**src/sv/shdiv_pkg.sv**
```systemverilog
// shared types and constants for the signed hardware divider
// no dependencies
`default_nettype none

package shdiv_pkg;

  typedef enum logic [1:0] {
    MODE_S32     = 2'd0,
    MODE_S64_S32 = 2'd1,
    MODE_S64     = 2'd2,
    MODE_RSVD    = 2'd3
  } mode_e;

  localparam int unsigned W = 64;

  localparam logic [W-1:0] Q0_NEG32 = 64'hFFFF_FFFF_0000_0001;
  localparam logic [W-1:0] Q0_POS32 = 64'h0000_0000_FFFF_FFFF;
  localparam logic [W-1:0] Q0_NEG64 = 64'h0000_0000_0000_0001;
  localparam logic [W-1:0] Q0_POS64 = 64'hFFFF_FFFF_FFFF_FFFF;

  typedef struct packed {
    logic [W-1:0] numerator;
    logic [W-1:0] denominator;
  } in_t;

  typedef struct packed {
    logic [W-1:0] quotient;
    logic [W-1:0] remainder;
    logic         divide_by_zero;
  } out_t;

  // per-item side information carried down the pipeline
  typedef struct packed {
    logic         nneg;
    logic         qneg;
    logic         zero;
    logic         wide;
    logic         dz_flag;
    logic [W-1:0] nval;
  } side_t;

endpackage

`default_nettype wire

```
**src/sv/shdiv_stage.sv**
```systemverilog
// one restoring-division stage, BITS quotient bits per register stage
// depends on shdiv_pkg
`default_nettype none

module shdiv_stage #(
  parameter int unsigned BITS = 4
) (
  input  wire logic                  clk_i,
  input  wire logic                  rst_ni,
  input  wire logic                  valid_i,
  input  wire logic [63:0]           rem_i,
  input  wire logic [63:0]           quo_i,
  input  wire logic [63:0]           div_i,
  input  wire shdiv_pkg::side_t      side_i,
  output logic                       valid_o,
  output logic [63:0]                rem_o,
  output logic [63:0]                quo_o,
  output logic [63:0]                div_o,
  output shdiv_pkg::side_t           side_o
);

  logic [63:0] rem_d, quo_d;
  logic [64:0] trial;

  always_comb begin
    rem_d = rem_i;
    quo_d = quo_i;
    trial = '0;
    for (int i = 0; i < BITS; i++) begin
      // shift in next dividend bit, try subtract
      trial = {rem_d, quo_d[63]} - {1'b0, div_i};
      quo_d = {quo_d[62:0], ~trial[64]};
      rem_d = trial[64] ? {rem_d[62:0], quo_i[63-i]} : trial[63:0];
    end
  end

  logic valid_q;
  logic [63:0] rem_q, quo_q, div_q;
  shdiv_pkg::side_t side_q;

  always_ff @(posedge clk_i or negedge rst_ni) begin
    if (!rst_ni) begin
      valid_q <= 1'b0;
    end else begin
      valid_q <= valid_i;
    end
  end

  always_ff @(posedge clk_i) begin
    rem_q  <= rem_d;
    quo_q  <= quo_d;
    div_q  <= div_i;
    side_q <= side_i;
  end

  assign valid_o = valid_q;
  assign rem_o   = rem_q;
  assign quo_o   = quo_q;
  assign div_o   = div_q;
  assign side_o  = side_q;

endmodule

`default_nettype wire
```
**config.mk**
```make
export PLATFORM = sky130hd
export DESIGN_NAME = shdiv_stage
export DESIGN_NICKNAME = d
export VERILOG_FILES = /design/src/sv/shdiv_pkg.sv /design/src/sv/shdiv_stage.sv
export SDC_FILE = /design/constraint.sdc
export NUM_CORES = 1
export LEC_CHECK = 0
export ABC_CLOCK_PERIOD_IN_PS = 800
export BUFFER_PORTS_ARGS = -buffer_cell sky130_fd_sc_hd__buf_2
export CAP_MARGIN = 15
export CELL_PAD_IN_SITES_DETAIL_PLACEMENT = 1
export CELL_PAD_IN_SITES_GLOBAL_PLACEMENT = 1
export CORE_AREA = 3 3 246 248
export CTS_CLUSTER_DIAMETER = 50
export DETAILED_ROUTE_END_ITERATION = 16
export DIE_AREA = 0 0 249 251
export PLACE_DENSITY_LB_ADDON = 0.15
export SLEW_MARGIN = 5
export SYNTH_ARGS = -nofsm -noshare
export SYNTH_HDL_FRONTEND = slang
export SYNTH_SLANG_ARGS = --single-unit
```
**constraint.sdc**
```tcl
create_clock -name clk_i -period 0.8 [get_ports clk_i]
set_input_delay 0.04 -clock clk_i [delete_from_list [all_inputs] [get_ports clk_i]]
set_output_delay 0.04 -clock clk_i [all_outputs]
set_load 0.05 [all_outputs]
```
==> results.yml, run 1 <==
synthesis:
  synth_xor_area_frac: 0.09116
  synthesis.nets: 3709
  synth_cells: 3185
  yosys.area_share.simple: 0.1783
  yosysMostFrequentCell: "nand2_1"
  synthAdderAreaFrac: 0.1372
  syn_avg_cell_area_sq_um: 7.515
  async_flop_share: 0.003817
  synth_top_area_share: 0.2183
  syn_area_sq_um: 23940
  synth_ff_type: "dfxtp_1"
  synth_cell_types: 88
  ys_seq_area_frac: 0.2193
  synth_mux_area_frac: 0.05614
  synth_top_family_by_area: "compound AO/OA/AOI/OAI gates"
  synth_edf_count: 0
  yosys-top-cells-count: "493 x nand2_1, 328 x a21oi_1, 261 x dfxtp_1"
  synth_compound_gate_area_share: 0.2687
  yosysWarnings: 0
  synth_top_area_cell: "dfxtp_1"
  synth_area_leaders: "dfxtp_1 22%, ha_1 13%, nand2_1 7.7%"
  yosys_register_bits: 262
place:
  dp_hpwl_mm: 131.5
  gp_congestion: 1.101
  io_buffers: 525
floorplanning:
  std_cell_rows: 89
  chipHeight_um: 251
  initial_core_util: 0.4079
  die_w_um: 249
  io_pins: 526
clocking:
  htree_num_levels: 2
  postCtsSetupBuffers: 91
  cts_buffers: 38
  cts_sinks: 262
  holdBufCountCts: 198
  cts_buffer_depth: 3
  cts_root_buffer: "clkbuf_16"
  cts_resized: 426
outcome:
  outcome: "stopped before the end"
  error: "[ERROR DPL-0033] detailed placement checks failed during check placement."
  haltStage: "clock tree synthesis"
==> cells by family after synthesis <==
kind of cell	Yosys count
AOI/OAI and AO/OA	1030
and+or+nand+nor	965
buffers and inverters	297
DFF	262
adders and majority gates	260
xor gates and xnor gates	244
muxes	127
==> stage by stage <==
| step | cells | setup slack [ns] | setup TNS, ns | cell area (sq um) |
|---|---|---|---|---|
| 2_1_floorplan | 3185 | -10.15 | -664.90 | 24500 |
| 3_3_place_gp | 5707 | -11.87 | -777.66 | 37680 |
| 3_5_place_dp | 5707 | -12.78 | -839.73 | 37680 |
==> run 2, diff against run 1 <==
--- a/config.mk
+++ b/config.mk
@@ -8,12 +8,9 @@
 export ABC_CLOCK_PERIOD_IN_PS = 800
 export BUFFER_PORTS_ARGS = -buffer_cell sky130_fd_sc_hd__buf_2
 export CAP_MARGIN = 15
-export CELL_PAD_IN_SITES_DETAIL_PLACEMENT = 1
-export CELL_PAD_IN_SITES_GLOBAL_PLACEMENT = 1
-export CORE_AREA = 3 3 246 248
-export CTS_CLUSTER_DIAMETER = 50
+export CORE_AREA = 3 3 266 268
 export DETAILED_ROUTE_END_ITERATION = 16
-export DIE_AREA = 0 0 249 251
+export DIE_AREA = 0 0 269 271
 export PLACE_DENSITY_LB_ADDON = 0.15
 export SLEW_MARGIN = 5
 export SYNTH_ARGS = -nofsm -noshare
==> results.yml, run 2 <==
synthesis:
  synth_top_area_cell: "dfxtp_1"
  ys_seq_area_frac: 0.2193
  yosysMostFrequentCell: "nand2_1"
  synth_cells: 3185
  yosys-top-cells-count: "493 x nand2_1, 328 x a21oi_1, 261 x dfxtp_1"
  yosys_register_bits: 262
  synthAdderAreaFrac: 0.1372
  synth_top_family_by_area: "compound AO/OA/AOI/OAI gates"
  synth_mux_area_frac: 0.05614
  synth_xor_area_frac: 0.09116
  async_flop_share: 0.003817
  synth_edf_count: 0
  synth_ff_type: "dfxtp_1"
  syn_area_sq_um: 23940
  yosys.area_share.simple: 0.1783
  synth_cell_types: 88
  syn_avg_cell_area_sq_um: 7.515
  synth_compound_gate_area_share: 0.2687
  synthesis.nets: 3709
  synth_area_leaders: "dfxtp_1 22%, ha_1 13%, nand2_1 7.7%"
  yosysWarnings: 0
  synth_top_area_share: 0.2183
critical_path:
  cp-startpoint: "quo_i[63]"
  crit_family: "buffers and inverters"
  critPathMaxStageDelay_ns: 0.46
  cp_num_buf_inv: 41
  worstPathRequired_ns: 1.29
  startpoint_type: "input pin"
  crit_top_cell: "buf_4"
  cp_slowest_cell: "o211ai_1"
  path_class: "input pin to register"
  crit_path_end_kind: "register"
  arrival_ns: 11.66
  path_max_fanout: 7
worst_hold_path:
  min_from: "quo_i[60]"
  hp-class: "input pin to register"
global_routing:
  grt-ovfl-total: 0
  antenna_found_initial: 5
  grt_use_total: 0.3266
  grt_pass1_wl_mm: 183.4
  grt_max_degree: 37
  grt_pass1_vias: 30660
final_layout:
  layout_common_cells: "1383 x buf_4, 465 x nand2_1, 293 x a21oi_1, 261 x buf_2, 239 x buf_8"
  finish.net_count: 5780
  area_growth_pct: 93.60
  largest_register_ffs: 69
  final_common_cell: "buf_4"
  instances_no_fill: 6214
  num-fill-cells: 5603
  drive_above_1_share: 0.4899
  final_util: 0.6757
clocking:
  cts_root_buffer: "clkbuf_16"
  path_clk_slew_ns: 0.07
  cts_sinks: 262
  cts_tree: "built"
  htree_num_levels: 1
  holdBufCountCts: 198
  cts_buffers: 31
  cts_buffer_depth: 3
place:
  gp_congestion: 0.9952
  dp_hpwl_mm: 100.2
  numPlacedInstances: 5827
  io_buffers: 525
sta:
  slew_viol_final: 0
  layout_min_cycle_time_ns: 11.17
  fin_crit_sh: 13.96
  setup_viol: 330
  rsz0062_at_grt: "yes"
  worst_pin_slew_ns: 0.7495
  fin_ws_ns: -10.37
  fmax_mhz: 89.51
  finalHoldViolCount: 0
  slew_headroom: 0.4860
outcome:
  violations: "negative setup slack"
  outcome: "finished with violations"
detailed_routing:
  dr.pass1.iters: 5
  drt-initial-drc-count: 2691
  avgRoutedWirePerCell_um: 20.54
  drt_wl_total_mm: 127.6
  num_vias: 31910
  via_per_inst: 5.135
  drc: 0
  ant_nets: 0
floorplanning:
  core_area_sq_um: 68590
  die_w_um: 269
  initial_core_util: 0.3490
  die-area_sq_um: 72900
  io_pins: 526
  std_cell_rows: 96
  chipHeight_um: 271
flow_run:
  max-cap-violations: 0
[run 2: cell families after synthesis]
logic type	Yosys count
adders and majority gates	260
muxes	127
and+or+nand+nor	965
AOI/OAI and AO/OA	1030
xor gates and xnor gates	244
DFF	262
buffers and inverters	297
[run 2: repair_timing]
action,in CTS,in global routing
hold endpoints to repair,198,1
endpoints found under the setup margin,330,330
pin swaps,91,55
gates resized for setup,1238,210
cloned,6,2
setup buffers,106,33
[run 2: area by class of cell]
cell class / count / area (sq um) / area share
diodes: 6 / 15.01 / 0.0003240
clock buffers: 40 / 859.6 / 0.01855
clock inverters: 14 / 155.1 / 0.003348
inverters: 152 / 615.6 / 0.01328
multi-input cells: 2627 / 18960 / 0.4091
flip-flops and latches: 262 / 5668 / 0.1223
well taps: 931 / 1165 / 0.02514
repair buffers: 2182 / 18910 / 0.4080
[run 2: through the flow]
step / setup slack [ns] / TNS [ns] / area (sq um) / hold slack, ns
after CTS: -10.16 / -763.08 / 45380 / -0.005292
final: -10.37 / -769.29 / 46340 / 0.006474
after detailed placement: -11.47 / -749.90 / 37740 / -0.1156
after floorplan: -10.15 / -664.90 / 24500 / -0.2556
after global placement: -11.25 / -740.14 / 37740 / -0.1137
after global routing: -10.75 / -803.00 / 46340 / -0.01333
[run 2: metal layers]
metal  part of all wire  GRT usage  up-vias  wire, um
li1                   -          -    15590         -
met1               0.44     0.4470    14860     56450
met2               0.44     0.5154     1244     55680
met3              0.075    0.05275      213      9636
met4              0.046     0.1185        4      5851
met5            0.00020          0        -        25
[run 2: path summary, 6_finish.rpt]
check | end | slack [ns] | depth (start not counted)
worst min-delay path | rem_o[0]$_DFF_P_ | 0.006 | 4
worst max-delay path | rem_o[51]$_DFF_P_ | -10.37 | 76
min in group asynchronous | valid_o$_DFF_PN0_ | 0.56 | 3
max in group asynchronous | valid_o$_DFF_PN0_ | 0.06 | 3
Power of run 2 is left out: the tool's default activity adds up to more than one toggle a clock period on the data nets, which glitch-free logic cannot reach.
==> run 3, diff against run 2 <==
--- a/config.mk
+++ b/config.mk
@@ -11,6 +11,7 @@
 export CORE_AREA = 3 3 266 268
 export DETAILED_ROUTE_END_ITERATION = 16
 export DIE_AREA = 0 0 269 271
+export MAX_ROUTING_LAYER = met4
 export PLACE_DENSITY_LB_ADDON = 0.15
 export SLEW_MARGIN = 5
 export SYNTH_ARGS = -nofsm -noshare
==> results.yml, run 3 (synthesis results as in run 2) <==
clocking:
  cts_tree: "built"
  cts_root_buffer: "clkbuf_16"
  cts_buffer_depth: 3
  path_clk_slew_ns: 0.06
  htree_num_levels: 1
  cts_sinks: 262
  cts_buffers: 31
detailed_routing:
  via_per_inst: 5.100
  avgRoutedWirePerCell_um: 20.61
  drt-initial-drc-count: 2626
  dr.pass1.iters: 6
  num_vias: 31750
  ant_nets: 0
  drt_wl_total_mm: 128.3
  drc: 0
final_layout:
  area_growth_pct: 92.68
  finish.net_count: 5787
  final_util: 0.6725
  final_common_cell: "buf_4"
  drive_above_1_share: 0.4771
  layout_common_cells: "1367 x buf_4, 472 x nand2_1, 301 x a21oi_1, 262 x buf_2, 238 x ha_1"
  largest_register_ffs: 69
critical_path:
  crit_path_end_kind: "register"
  path_max_fanout: 9
  cp_slowest_cell: "or4_4"
  startpoint_type: "input pin"
  crit_top_cell: "a21oi_1"
  path_class: "input pin to register"
  arrival_ns: 11.76
  critPathMaxStageDelay_ns: 0.57
  worstPathRequired_ns: 1.30
outcome:
  violations: "negative setup slack"
  outcome: "finished with violations"
sta:
  setup_viol: 330
  finalHoldViolCount: 0
  slew_headroom: 0.5798
  fin_crit_sh: 14.08
  fmax_mhz: 88.78
  slew_viol_final: 0
  rsz0062_at_grt: "yes"
  fin_ws_ns: -10.46
  layout_min_cycle_time_ns: 11.26
  worst_pin_slew_ns: 0.6144
floorplanning:
  io_pins: 526
  die_w_um: 269
  std_cell_rows: 96
  initial_core_util: 0.3490
  die-area_sq_um: 72900
  core_area_sq_um: 68590
  chipHeight_um: 271
place:
  io_buffers: 525
  dp_hpwl_mm: 100.8
  gp_congestion: 0.9998
global_routing:
  grt-ovfl-total: 0
  grt_use_total: 0.3388
  grt_pass1_wl_mm: 184.3
  grt_pass1_vias: 30730
  grt_max_degree: 33
  antenna_found_initial: 5
worst_hold_path:
  hp-class: "input pin to register"
flow_run:
  max-cap-violations: 0
run 3: cell type report:
class | instances | area (sq um)
flip-flops and latches | 262 | 5672
diodes | 7 | 17.52
well taps | 931 | 1165
repair inverters | 1 | 6.256
fillers | 5614 | 22460
multi-input cells | 2626 | 18670
repair buffers | 2189 | 18850
clock buffers | 37 | 838.3
clock inverters | 21 | 277.8
inverters | 152 | 624.3
run 3: critical path, delay by kind of cell:
kind	cells	cell delay (ns)
buffers and inverters	11	1.38
AO/OA/AOI/OAI	26	5.88
multiplexers	1	0.31
adder cells (fa/ha/maj)	4	1.14
XOR/XNOR	3	0.54
AND/OR/NAND/NOR	14	2.42
run 3: worst paths after layout:
kind | start | end | slack (ns) | cells after the start
max in group asynchronous | rst_ni | valid_o$_DFF_PN0_ | 0.18 | 3
worst min-delay path | div_i[39] | div_o[39]$_DFF_P_ | 0.04 | 2
worst max-delay path | div_i[37] | rem_o[62]$_DFF_P_ | -10.46 | 59
min in group asynchronous | rst_ni | valid_o$_DFF_PN0_ | 0.46 | 3
run 3: layer usage:
| metal | global-route usage | part of all wire | up-vias | routed length [um] |
|---|---|---|---|---|
| met2 | 0.5128 | 0.43 | 1185 | 55520 |
| met4 | 0.1343 | 0.048 | 0 | 6142 |
| li1 | - | - | 15600 | - |
| met5 | - | 0 | - | 0 |
| met3 | 0.04083 | 0.067 | 233 | 8621 |
| met1 | 0.4577 | 0.45 | 14730 | 58020 |
run 3: repair_timing:
action / CTS / global route
resized for setup: 1134 / 189
endpoints found under the setup margin: 330 / 330
buffers inserted: 51 / 42
gates cloned: 5 / 6
pin swaps: 63 / 108
endpoints found under the hold margin: 197 / 0
hold buffers: 234 / 0
run 3: per-stage QoR:
| stage | cell area (sq um) | hold WS, ns | TNS (ns) | cells | worst slack (ns) |
|---|---|---|---|---|---|
| after CTS | 44900 | 0.0008367 | -790.57 | 6175 | -10.49 |
| after global placement | 37670 | -0.1131 | -749.83 | 5830 | -11.40 |
| final | 46120 | 0.04235 | -778.26 | 6226 | -10.46 |
| after floorplan | 24500 | -0.2556 | -664.90 | 3185 | -10.15 |
| after detailed placement | 37670 | -0.1189 | -763.62 | 5830 | -11.60 |
| after global routing | 46120 | 0.01558 | -813.01 | 6226 | -10.85 |
Power of run 3 is left out for the same reason.
